<file path="config.mk">
export PLATFORM = sky130hd
export DESIGN_NAME = packet_round_robin_switch_allocator
export DESIGN_NICKNAME = d
export VERILOG_FILES = /design/src/design/prrsa_pkg.sv /design/src/design/prrsa_out_arb.sv /design/src/design/packet_round_robin_switch_allocator.sv
export SDC_FILE = /design/constraint.sdc
export NUM_CORES = 1
export LEC_CHECK = 0
export ABC_AREA = 1
export BUFFER_PORTS_ARGS = -buffer_cell sky130_fd_sc_hd__buf_2
export CORE_MARGIN = 4
export CORE_UTILIZATION = 50
export DETAILED_ROUTE_END_ITERATION = 7
export PLACE_DENSITY_LB_ADDON = 0.2
export SLEW_MARGIN = 20
export SYNTH_ARGS = -nofsm -noshare
export SYNTH_HDL_FRONTEND = slang
export SYNTH_SLANG_ARGS = --single-unit
</file>
<file path="constraint.sdc">
create_clock -name clk -period 1.75 [get_ports clk]
set_input_delay 0.35 -clock clk [delete_from_list [all_inputs] [get_ports clk]]
set_output_delay 0.35 -clock clk [all_outputs]
set_load 0.05 [all_outputs]
</file>
<file path="src/design/prrsa_pkg.sv">
`default_nettype none
package prrsa_pkg;

	// default router geometry
	localparam int PORTS_DEF        = 5;
	localparam int PACKET_FLITS_DEF = 4;

	// byte-padded width of a bus carrying the given number of payload bits
	function automatic int byte_pad(input int bits);
		byte_pad = ((bits + 7) / 8) * 8;
	endfunction

endpackage
`default_nettype wire

</file>
<file path="src/design/prrsa_out_arb.sv">
`default_nettype none
module prrsa_out_arb
	import prrsa_pkg::*;
#(
	parameter int PORTS        = PORTS_DEF,
	parameter int PACKET_FLITS = PACKET_FLITS_DEF
) (
	input  wire logic             clk,
	input  wire logic             arst_n,
	input  wire logic             step,
	input  wire logic [PORTS-1:0] col_req,
	input  wire logic             full,
	output logic      [PORTS-1:0] grant_col
);

	localparam int PTR_W = $clog2(PORTS);
	localparam int CNT_W = (PACKET_FLITS > 1) ? $clog2(PACKET_FLITS) : 1;
	localparam logic [PTR_W-1:0] PTR_LAST = PTR_W'(PORTS - 1);
	localparam logic [CNT_W-1:0] CNT_LAST = CNT_W'(PACKET_FLITS - 1);

	logic [PTR_W-1:0] ptr_q;
	logic [CNT_W-1:0] cnt_q;
	logic [PTR_W-1:0] ptr_next;
	logic [CNT_W-1:0] cnt_next;
	logic             asks;
	logic             last;

	always_comb begin
		asks = col_req[ptr_q];
		last = (cnt_q == CNT_LAST);
		if (asks) begin
			cnt_next = last ? '0 : cnt_q + CNT_W'(1);
		end else begin
			cnt_next = cnt_q;
		end
		// move on after the last flit, or when the pointed input is idle between packets
		if (last || (!asks && cnt_q == '0)) begin
			ptr_next = (ptr_q == PTR_LAST) ? '0 : ptr_q + PTR_W'(1);
		end else begin
			ptr_next = ptr_q;
		end
		grant_col = '0;
		grant_col[ptr_q] = asks && !full;
	end

	always_ff @(posedge clk or negedge arst_n) begin
		if (!arst_n) begin
			ptr_q <= '0;
			cnt_q <= '0;
		end else if (step) begin
			ptr_q <= ptr_next;
			cnt_q <= cnt_next;
		end
	end

endmodule
`default_nettype wire

</file>
<file path="src/design/packet_round_robin_switch_allocator.sv">
// Round-robin switch allocator for a mesh router, one allocation per transfer.
// Slave stream: s_axis_tdata carries request_matrix (PORTS*PORTS bits, bit
// in*PORTS+out means input in wants output out) and then output_full (PORTS
// bits, one per output). Master stream: m_axis_tdata carries grant_matrix in
// the same bit layout, at most one grant per output column.
// Each output keeps a priority pointer and a flit counter; only the pointed
// input can win, and the pointer moves on at packet ends or idle boundaries.
// Pipeline: a request accepted on the slave side is registered, allocated by
// single-pass logic against the per-output pointers, and its grant is loaded
// into the output register, which drives m_axis_tvalid; a full output register
// holds the allocation back until the receiver takes its grant.
// Throughput: one transfer per cycle on both sides unless the receiver stalls;
// the state of every output is updated in the cycle its grant is registered.
// Receiver stall: the output register holds its grant, the input register
// holds one more request, then s_axis_tready falls until the grant is taken.
// Reset (arst_n low): pipeline emptied, all pointers and counters to zero.
`default_nettype none
module packet_round_robin_switch_allocator
	import prrsa_pkg::*;
#(
	parameter int PORTS        = PORTS_DEF,
	parameter int PACKET_FLITS = PACKET_FLITS_DEF
) (
	input  wire logic                                   clk,
	input  wire logic                                   arst_n,
	input  wire logic                                   s_axis_tvalid,
	output logic                                        s_axis_tready,
	// request_matrix [PORTS*PORTS-1:0], output_full, zero pad
	input  wire logic [byte_pad(PORTS*PORTS+PORTS)-1:0] s_axis_tdata,
	output logic                                        m_axis_tvalid,
	input  wire logic                                   m_axis_tready,
	// grant_matrix [PORTS*PORTS-1:0], zero pad
	output logic      [byte_pad(PORTS*PORTS)-1:0]       m_axis_tdata
);

	localparam int MAT_W = PORTS * PORTS;
	localparam int OUT_W = byte_pad(PORTS * PORTS);

	logic             v_s1;
	logic [MAT_W-1:0] req_s1;
	logic [PORTS-1:0] full_s1;
	logic             v_s2;
	logic [MAT_W-1:0] grant_s2;
	logic             advance;
	logic [MAT_W-1:0] grant;
	logic [PORTS-1:0] col_req [PORTS];
	logic [PORTS-1:0] grant_col [PORTS];

	assign advance       = v_s1 && (!v_s2 || m_axis_tready);
	assign s_axis_tready = !v_s1 || advance;
	assign m_axis_tvalid = v_s2;
	assign m_axis_tdata  = OUT_W'(grant_s2);

	for (genvar o = 0; o < PORTS; o++) begin : g_out
		for (genvar i = 0; i < PORTS; i++) begin : g_in
			assign col_req[o][i]      = req_s1[i*PORTS + o];
			assign grant[i*PORTS + o] = grant_col[o][i];
		end
		prrsa_out_arb #(
			.PORTS        (PORTS),
			.PACKET_FLITS (PACKET_FLITS)
		) u_arb (
			.clk       (clk),
			.arst_n    (arst_n),
			.step      (advance),
			.col_req   (col_req[o]),
			.full      (full_s1[o]),
			.grant_col (grant_col[o])
		);
	end

	always_ff @(posedge clk or negedge arst_n) begin
		if (!arst_n) begin
			v_s1 <= 1'b0;
			v_s2 <= 1'b0;
		end else begin
			if (s_axis_tready) begin
				v_s1 <= s_axis_tvalid;
			end
			if (advance) begin
				v_s2 <= 1'b1;
			end else if (m_axis_tready) begin
				v_s2 <= 1'b0;
			end
		end
	end

	// payload registers
	always_ff @(posedge clk) begin
		if (s_axis_tready && s_axis_tvalid) begin
			req_s1  <= s_axis_tdata[MAT_W-1:0];
			full_s1 <= s_axis_tdata[MAT_W+PORTS-1:MAT_W];
		end
		if (advance) begin
			grant_s2 <= grant;
		end
	end

endmodule
`default_nettype wire
</file>
==> out/results.tsv, run 1 <==
stage	metric	value	unit
global_route	grt_pass1_wl	10920	microns
yosys	synth_area_per_cell	10.39	sq um
timing	fin_crit_sh	84.49	%
cells_and_area	antenna_cells	0	
yosys	yosysSeqAreaShare	59.25	%
timing	slew_headroom	59.23	%
drt	route.detailed.drc	0	
yosys	synth_xor_area_share	1.115	%
drt	routedWlPerCell	11.73	microns
yosys	synth_seq_cells	82	
drt	drt_iter0_drc	52	
global_route	grt_start_max_net_pins	31	
setup_path	crit_family	simple AND/OR/NAND/NOR gates	
clock_tree	tritoncts	done	
yosys	synth_top_cell_area_share	42.05	%
yosys	async_reset_ff_share	32.93	%
floorplanning	initial_core_util	51.09	%
setup_path	path_max_fanout	8	
timing	clock_skew	9.589	ps
clock_tree	post-cts-setup-buffer-count	0	
yosys	synth_commonest_cells	nand2_1 (66), edfxtp_1 (55), inv_1 (47)	
cells_and_area	fill_cells	672	
timing	hold_slack	6.716	ps
cells_and_area	register_area	0.002328	sq mm
placed_design	placed_area	0.004329	sq mm
global_route	grtUsageTotal	14.42	%
floorplanning	die_area	0.009337	sq mm
floorplanning	rows	32	
timing	fin_setup_tns	0	ps
placed_design	place_congestion	0.7831	
cells_and_area	multiInputGateArea	0.001321	sq mm
clock_tree	clkLatencyLatePin	350	ps
floorplanning	core	0.007687	sq mm
flow_run	maxCapViolCount	0	
drt	vias_per_cell	4.793	
yosys	synth_most_common_cell	nand2_1	
hold_path	hold_path_class	input port to async pin	
setup_path	slowest_stage	dfrtp_1	
setup_path	start_kind	flop	
setup_path	worstSetupPathDepth	8	
yosys	yosys.area_share.simple	22.68	%
cells_and_area	final_core_util	59.05	%
timing	slew_violations	0	
timing	min_period	1479	ps
clock_tree	clk_path_buf_depth	2	
setup_path	worst-path-buf-inv	1	
global_route	grt_overflow_total	0	
clock_tree	clk_pin_slew	80	ps
power_and_ir_drop	post-layout-total-power	7.371	mW
placed_design	dp_hpwl	4641	microns
yosys	syn-cell-area	0.003928	sq mm
setup_path	r2r-start	g_out[0].u_arb.ptr_q[0]$_DFFE_PN0P_	
yosys	yosysWarnings	0	
yosys	synth-edff-count	55	
yosys	synthAdderAreaFrac	6.371	%
clock_tree	cts-root-buf	clkbuf_8	
timing	tightest_slew	611.5	ps
setup_path	cpPeakStageDelay	480	ps
power_and_ir_drop	power_density	1624	mW/mm^2
setup_path	cp_common_cell	nand2_1	
cells_and_area	drive_gt1_share	27.17	%
setup_path	setup.worst_path.end_class	flop	
floorplanning	die_y	96.63	microns
cells_and_area	fin_cells	551	
drt	wirelength	6462	microns
timing	setup_viol	0	
cells_and_area	final_nets	500	
setup_path	crit_path_cell_trace	inv_2 > nand2_1 > nand3_1 > nand2_1 > nor2_4 > nor2_2 > nand2_1 > nor2_1	
placed_design	numPortBuffers	60	
placed_design	dp_cells	535	
power_and_ir_drop	p_leak	2.107	nW
yosys	ys.flop_type	edfxtp_1	
global_route	grt_antenna_before_repair	0	
drt	vias	2641	
timing	rsz0062_at_grt	false	
setup_path	r2r_end	grant_s2[0]$_DFFE_PP_	
timing	clock.fmax	0.6763	GHz
cells_and_area	syn_to_final_growth	15.58	%
clock_tree	htreeDepth	3	
setup_path	rr_worst_depth	8	
setup_path	crit_type	flop to flop	
cells_and_area	finalInstanceArea	0.004539	sq mm
placed_design	pre_cts_ws	299.5	ps
yosys	ys_top_cells_by_area	edfxtp_1 (42%), dfrtp_1 (17%), ha_1 (6.4%), nand2_1 (6.3%), nand3_1 (4.8%)	
setup_path	required	1840	ps
timing	finalWorstSetupSlack	271.4	ps
clock_tree	cts_resized	0	
clock_tree	clock-sinks	82	
timing	hold_viol	0	
setup_path	crit_arrival	1570	ps
outcome	status	finished clean	
power_and_ir_drop	peakVddDrop	0.6214	mV
yosys	synth_top_family_by_area	simple AND/OR/NAND/NOR gates	
setup_path	r2r_setup_slack	270	ps
yosys	synth_top_area_cell	edfxtp_1	
drt	antenna_left	0	
yosys	syn_inst	378	
clock_tree	cts-buffers-inserted	9	
yosys	muxShareOfSynthArea	0	%
yosys	synth.distinct_cells	23	
global_route	grt_pass1_vias	2512	
floorplanning	ios	70	
drt	firstDrtPassIters	4	
clock_tree	hold_buffers	0	
floorplanning	dieWidth	96.63	microns
yosys	synth_compound_area_share	2.421	%
==> kinds of logic (layout without fill, tap and decap cells) <==
kind of cell / Yosys count / count (layout)
adder cells (fa/ha/maj): 20 / 20
other: 1 / 7
flip-flops: 82 / 82
AO/OA/AOI/OAI: 19 / 19
AND/OR/NAND/NOR: 182 / 182
buffers and inverters: 69 / 134
XOR/XNOR: 5 / 5
==> per-layer routing <==
layer	track usage, %	up-vias	wire [microns]
li1	-	1357	-
met1	15.29	1221	2662
met2	26.43	58	3380
met3	5.407	5	346
met4	4.320	0	73
met5	0	-	0
==> flip-flops by register name, indices dropped and copies added (netlist names) <==
register and flops:
req_s1 25, grant_s2 25, g_out.u_arb.ptr_q 15, m_axis_tvalid 1, g_out.u_arb.cnt_q 10, full_s1 5
v_s1 1
==> area by class of cell <==
class / instances / area share, %
clock buffers: 13 / 4.217
flip-flops and latches: 82 / 51.30
multi-input cells: 233 / 29.11
inverters: 54 / 4.603
clock inverters: 3 / 0.4135
repair buffers: 64 / 7.552
well taps: 102 / 2.811
==> power by group <==
| part | internal, mW | switching, mW | total, mW |
|---|---|---|---|
| Combinational | 0.962 | 1.98 | 2.94 |
| Clock | 0.726 | 0.652 | 1.38 |
| Sequential | 2.57 | 0.485 | 3.06 |
| Total | 4.26 | 3.11 | 7.37 |
==> placed cells by master (no fill, tap or decap), drive strengths merged, types with 10 or more instances in the layout <==
| cell type | n |
|---|---|
| buf | 64 |
| nand4 | 15 |
| edfxtp | 55 |
| clkbuf | 13 |
| inv | 52 |
| nand2 | 83 |
| dfrtp | 27 |
| ha | 20 |
| nor2 | 44 |
| o21ai | 10 |
| nand3 | 38 |
==> worst max-delay path by stage <==
stage	start	slack (ps)	endpoint
final	g_out[0].u_arb.ptr_q[0]$_DFFE_PN0P_	270	grant_s2[0]$_DFFE_PP_
after global routing	g_out[3].u_arb.ptr_q[0]$_DFFE_PN0P_	130	grant_s2[13]$_DFFE_PP_
after CTS	v_s1$_DFFE_PN0P_	250	s_axis_tready
after detailed placement	g_out[0].u_arb.ptr_q[0]$_DFFE_PN0P_	300	g_out[0].u_arb.ptr_q[2]$_DFFE_PN0P_
after global placement	g_out[2].u_arb.ptr_q[0]$_DFFE_PN0P_	320	g_out[2].u_arb.ptr_q[1]$_DFFE_PN0P_
after floorplan	m_axis_tvalid$_DFFE_PN0P_	30	full_s1[0]$_DFFE_PP_
Power figures use the tool's default switching activity.
==> inputs of run 2 (changes only) <==
clock period = 1.4 ns   (was 1.75 ns; I/O delays follow)
==> run 2 against run 1 <==
Net effect: the run now ends with negative setup slack left; flip-flop and latch count is the same; maximum frequency grew 4.5%; cell count grew 5.8%; non-clock buffer count grew 32; routed wire length grew 8.9%; via count grew 7.8%; count of clock-buffer cells in the layout grew 1; critical path depth grew 1; critical endpoint is now g_out[0].u_arb.ptr_q[1]$_DFFE_PN0P_.
==> out/results.tsv, run 2 (same netlist as run 1, synthesis figures left out) <==
stage	metric	value	unit
placed_design	place_congestion	0.8188	
setup_path	crit_path_cell_trace	inv_1 > nand4_1 > nand2_2 > nor2_4 > nand2_2 > nand2_4 > nand2_4 > nand2_1 > nand2_1	
placed_design	pre_cts_ws	18.23	ps
setup_path	crit_type	flop to flop	
drt	drt_iter0_drc	84	
outcome	status	finished, violations left	
setup_path	crit_arrival	1640	ps
timing	hold_viol	0	
cells_and_area	final_nets	532	
drt	route.detailed.drc	0	
timing	clock_skew	7.348	ps
hold_path	min_from	s_axis_tdata[19]	
cells_and_area	reg.largest.list	grant_s2: 25 flops, req_s1: 25 flops, g_out.u_arb.ptr_q: 15 flops	
floorplanning	rows	32	
placed_design	dp_hpwl	4795	microns
outcome	failed_checks	negative setup slack	
floorplanning	core	0.007687	sq mm
power_and_ir_drop	peakVddDrop	0.7732	mV
global_route	grt_pass1_vias	2727	
clock_tree	htreeDepth	3	
clock_tree	clock-sinks	82	
setup_path	setup.worst_path.end_class	flop	
clock_tree	cts-buffers-inserted	9	
drt	wirelength	7036	microns
flow_run	maxCapViolCount	0	
cells_and_area	fill_cells	629	
placed_design	numPortBuffers	60	
drt	routedWlPerCell	12.07	microns
clock_tree	clkLatencyLatePin	330	ps
timing	min_period	1414	ps
global_route	grt_overflow_total	0	
floorplanning	dieWidth	96.63	microns
cells_and_area	syn_to_final_growth	26.60	%
clock_tree	tritoncts	done	
global_route	grtUsageTotal	14.83	%
drt	vias	2847	
cells_and_area	antenna_cells	0	
global_route	grt_antenna_before_repair	0	
setup_path	slowest_stage	dfrtp_1	
clock_tree	clk_pin_slew	80	ps
global_route	grt_pass1_wl	11400	microns
timing	rsz0062_at_grt	true	
power_and_ir_drop	p_leak	2.292	nW
drt	antenna_left	0	
clock_tree	clk_path_buf_depth	2	
timing	setup_viol	3	
timing	finalWorstSetupSlack	-14.32	ps
timing	fin_crit_sh	101.0	%
hold_path	hold_path_class	input port to flop	
power_and_ir_drop	power_density	2082	mW/mm^2
setup_path	start_kind	flop	
clock_tree	cts-root-buf	clkbuf_8	
floorplanning	ios	70	
drt	firstDrtPassIters	4	
cells_and_area	final_common_cell	buf_2	
drt	vias_per_cell	4.883	
cells_and_area	drive_gt1_share	39.71	%
timing	fin_setup_tns	-33.60	ps
floorplanning	die_y	96.63	microns
floorplanning	initial_core_util	51.09	%
floorplanning	die_area	0.009337	sq mm
global_route	grt_start_max_net_pins	28	
timing	slew_violations	0	
cells_and_area	final_cell_mix	buf_2 (59), edfxtp_1 (55), nand2_1 (45)	
setup_path	required	1630	ps
setup_path	r2r-start	g_out[0].u_arb.ptr_q[2]$_DFFE_PN0P_	
timing	clock.fmax	0.7071	GHz
setup_path	cpPeakStageDelay	440	ps
setup_path	path_max_fanout	4	
setup_path	crit_start	g_out[0].u_arb.ptr_q[2]$_DFFE_PN0P_	
==> run 2: cell count changes in the layout (fill, tap and decap cells not counted), moves of 4 or more <==
cell and change:
buf_4 +27, dfrtp_1 -10, dfrtp_2 +10, inv_4 +4, nand2_1 -20, nand2_2 +16
nand2_4 +4, nor2_1 -6, nor2_4 +8
==> run 2: per-layer routing <==
layer	vias up	wire [microns]	global-route usage, %
met2	79	3739	26.22
met5	-	0	0
li1	1425	-	-
met3	15	336	4.326
met1	1328	2835	16.75
met4	0	124	5.940
==> run 2: where the power goes <==
part	leakage [nW]	switching, mW	internal, mW	total, mW
clock	0.0909	0.769	0.878	1.65
sequential	0.861	0.545	3.24	3.79
combinational	1.34	2.99	1.93	4.92
==> run 2: repair_timing <==
action / CTS / global route
endpoints found under the setup margin: 6 / 48
setup buffers: 1 / 10
resized for setup: 4 / 53
hold buffers: 1 / 0
pin swaps: 0 / 19
hold endpoints to repair: 27 / 0
==> run 2: cell type report <==
cell class	instances	area (sq um)	share of cell area, %
Inverter	54	219.0	4.404
Clock inverter	2	37.54	0.7549
Multi-Input combinational cell	233	1461	29.39
Timing Repair Buffer	96	633.1	12.73
Sequential cell	82	2341	47.08
Tap cell	102	127.6	2.567
Clock buffer	14	152.6	3.070
==> run 2: metrics by stage <==
step	util (%)	cell area, sq um	hold slack [ps]	instances	power, mW
6_report	64.68	4972	109.0	583	10.35
5_1_grt	64.68	4972	80.47	583	11.15
4_1_cts	61.70	4743	90.96	573	9.698
3_5_place_dp	58.85	4524	240.2	555	7.972
3_3_place_gp	58.85	4524	240.4	555	7.815
2_1_floorplan	-	3993	-15.59	384	6.884
==> run 2: path summary, 6_finish.rpt <==
| kind | slack [ps] | endpoint | cells past startpoint |
|---|---|---|---|
| setup / recovery | -10 | g_out[0].u_arb.ptr_q[1]$_DFFE_PN0P_ | 9 |
| hold reg to reg | 530 | g_out[2].u_arb.cnt_q[0]$_DFFE_PN0P_ | 2 |
| setup reg to reg | -10 | g_out[0].u_arb.ptr_q[1]$_DFFE_PN0P_ | 9 |
| min in group asynchronous | 410 | m_axis_tvalid$_DFFE_PN0P_ | 3 |
| hold / removal | 110 | req_s1[19]$_DFFE_PP_ | 1 |
| max in group asynchronous | 800 | g_out[1].u_arb.ptr_q[0]$_DFFE_PN0P_ | 3 |
==> run 2: worst max-delay path, delay by kind of cell, from the launching register on <==
family / cells / cell delay, ps
and+or+nand+nor: 8 / 730
DFF: 1 / 440
buffers and inverters: 1 / 130
==> inputs of run 3 (changes only) <==
SYNTH_HIERARCHICAL = 1   (was unset)
==> run 3 against run 2 <==
Net effect: worst hold slack worse by 6.2 ps; largest power group unchanged; the flow now finishes without violations; maximum frequency is 1.6% higher; cell count is 0.69% lower; clock skew is 7.1 ps higher; via count hardly changed; utilization is 2.4 points higher; die area is 1.7% lower.
==> out/results.tsv, run 3 <==
stage	metric	value	unit
cells_and_area	antenna_cells	0	
clock_tree	clk_pin_slew	80	ps
yosys	synth.distinct_cells	18	
drt	routedWlPerCell	12.88	microns
global_route	grt_pass1_vias	2590	
placed_design	numPortBuffers	60	
drt	vias	2845	
cells_and_area	syn_to_final_growth	28.21	%
power_and_ir_drop	p_switching	3.776	mW
yosys	yosysWarnings	6	
yosys	synth_seq_cells	82	
clock_tree	clk_path_buf_depth	2	
power_and_ir_drop	p_comb_share	42.0	%
cells_and_area	drive_gt1_share	41.46	%
power_and_ir_drop	p_leak	2.268	nW
global_route	grt_overflow_total	0	
timing	rsz0062_at_grt	true	
power_and_ir_drop	pwr-share-clk	19.4	%
global_route	gr-usage-met2	26.98	%
global_route	grt_antenna_before_repair	0	
setup_path	setup.worst_path.end_class	flop	
outcome	status	finished clean	
timing	hold_viol	0	
floorplanning	die_area	0.009179	sq mm
yosys	yosysSeqAreaShare	60.37	%
placed_design	place_congestion	0.8042	
yosys	syn-cell-area	0.003855	sq mm
setup_path	cpPeakStageDelay	460	ps
clock_tree	cts-root-buf	clkbuf_8	
clock_tree	htreeDepth	3	
yosys	synth_most_common_cell	nand2_1	
power_and_ir_drop	peakVddDrop	0.7732	mV
floorplanning	core	0.007370	sq mm
yosys	synth_top_area_cell	edfxtp_1	
setup_path	start_kind	flop	
setup_path	crit_path_cell_trace	ha_1 > or2_2 > a22oi_1 > nand3_1 > nand2_1	
setup_path	crit_arrival	1670	ps
timing	setup_viol	0	
drt	antenna_left	0	
yosys	syn_inst	385	
drt	route.detailed.drc	0	
timing	clock.fmax	0.7184	GHz
clock_tree	tritoncts	done	
timing	tightest_slew	607.4	ps
setup_path	required	1680	ps
drt	firstDrtPassIters	4	
setup_path	slowest_stage	dfrtp_2	
drt	vias_per_cell	4.914	
hold_path	hold_path_class	input port to flop	
floorplanning	ios	70	
yosys	synth_area_per_cell	10.01	sq um
setup_path	crit_type	flop to flop	
power_and_ir_drop	post-layout-total-power	9.278	mW
yosys	synth_commonest_cells	nand2_1 (99), edfxtp_1 (55), inv_1 (43)	
global_route	grt_pass1_wl	11010	microns
timing	fin_setup_tns	0	ps
yosys	synth-edff-count	55	
cells_and_area	final_core_util	67.06	%
power_and_ir_drop	pwr-share-seq	38.6	%
clock_tree	cts-buffers-inserted	9	
yosys	synth_top_cell_area_share	42.84	%
timing	clock_skew	14.42	ps
timing	fin_crit_sh	99.42	%
global_route	grtUsageTotal	15.62	%
setup_path	path_max_fanout	5	
yosys	ys.flop_type	edfxtp_1	
floorplanning	rows	31	
floorplanning	die_y	95.81	microns
global_route	use_met3	4.378	%
drt	wirelength	7457	microns
cells_and_area	final_common_cell	nand2_1	
timing	slew_violations	0	
yosys	ys_top_cells_by_area	edfxtp_1 (43%), dfrtp_1 (18%), nand2_1 (9.6%), ha_1 (6.5%), inv_1 (4.2%)	
clock_tree	clkLatencyLatePin	350	ps
floorplanning	initial_core_util	52.31	%
global_route	grt-busiest-layer	met2	
drt	drt_iter0_drc	90	
yosys	async_reset_ff_share	32.93	%
cells_and_area	final_cell_mix	nand2_1 (82), buf_2 (59), edfxtp_1 (55)	
timing	min_period	1392	ps
flow_run	maxCapViolCount	0	
power_and_ir_drop	swShare	40.70	%
floorplanning	dieWidth	95.81	microns
timing	slew_headroom	59.51	%
cells_and_area	final_nets	531	
power_and_ir_drop	p_int	5.502	mW
clock_tree	clock-sinks	82	
global_route	met1_usage	18.43	%
power_and_ir_drop	power_density	1877	mW/mm^2
global_route	grt_start_max_net_pins	51	
placed_design	dp_hpwl	4882	microns
cells_and_area	reg.largest.list	grant_s2: 25 flops, req_s1: 25 flops, g_out.u_arb/ptr_q: 15 flops	
-- run 3: final cells by class --
class | instances | area, sq um
inverters | 49 | 197.7
flip-flops and latches | 82 | 2341
clock inverters | 6 | 81.33
clock buffers | 10 | 127.6
well taps | 99 | 123.9
repair buffers | 80 | 553.0
multi-input cells | 253 | 1518
fillers | 554 | 2427
-- run 3: metal layers --
layer,part of all wire (%),wire length [microns]
met1,41,3031
met3,7.2,537
met4,1.1,81
met5,0,0
met2,51,3806
-- run 3: power groups by stage --
stage / clock, mW / sequential (mW) / combinational [mW]
global placement: 0 / 3.53 / 3.16
global route: 1.95 / 3.66 / 4.31
detailed placement: 0 / 3.55 / 3.30
CTS: 1.84 / 3.54 / 3.35
finish: 1.80 / 3.58 / 3.89
floorplan: 0 / 3.82 / 2.18
-- run 3: worst paths after layout --
kind                       slack, ps                             endpoint                           startpoint  cells after the start
min in group asynchronous        480  g_out[2].u_arb/ptr_q[1]$_DFFE_PN0P_                               arst_n                      2
max in group asynchronous        480            m_axis_tvalid$_DFFE_PN0P_                               arst_n                      2
max                                8  g_out[0].u_arb/ptr_q[2]$_DFFE_PN0P_  g_out[0].u_arb/ptr_q[0]$_DFFE_PN0P_                      5
min reg2reg                      540  g_out[2].u_arb/cnt_q[0]$_DFFE_PN0P_  g_out[2].u_arb/cnt_q[0]$_DFFE_PN0P_                      2
max reg2reg                        8  g_out[0].u_arb/ptr_q[2]$_DFFE_PN0P_  g_out[0].u_arb/ptr_q[0]$_DFFE_PN0P_                      5
min                              100                  req_s1[2]$_DFFE_PP_                      s_axis_tdata[2]                      1
-- run 3: worst max-delay path: cells and delay by family (launching register included) --
| kind | cells | cell delay (ps) |
|---|---|---|
| adder cells (fa/ha/maj) | 1 | 220 |
| flip-flops | 1 | 460 |
| AND/OR/NAND/NOR | 3 | 480 |
| AO/OA/AOI/OAI | 1 | 170 |
-- run 3: kinds of logic (layout without fill, tap and decap cells) --
logic type / Yosys count / in the layout / synth area share, %
compound gates: 21 / 21 / 3.051
fa+ha+maj: 20 / 20 / 6.491
buf+inv: 56 / 145 / 6.134
flops: 82 / 82 / 60.37
other cells: 1 / 7 / 0.09728
simple gates: 205 / 205 / 23.86
-- run 3: metrics by stage --
step | hold slack, ps | std cells | cell area [sq um] | setup WS (ps)
3_3_place_gp | 327.2 | 553 | 4388 | 25.60
3_5_place_dp | 328.6 | 553 | 4388 | -21.57
2_1_floorplan | -15.59 | 391 | 3916 | -476.2
5_1_grt | 82.54 | 579 | 4942 | -48.75
4_1_cts | 85.55 | 570 | 4626 | 6.301
6_report | 102.8 | 579 | 4942 | 8.095
-- run 3: what timing repair did --
action                     4_1_cts  5_1_grt
pin swaps                        0        8
hold endpoints to repair        27        0
setup buffers                    0        6
setup endpoints to repair       10       45
cloned                           0        3
resized for setup               15       58
hold buffers                     1        0
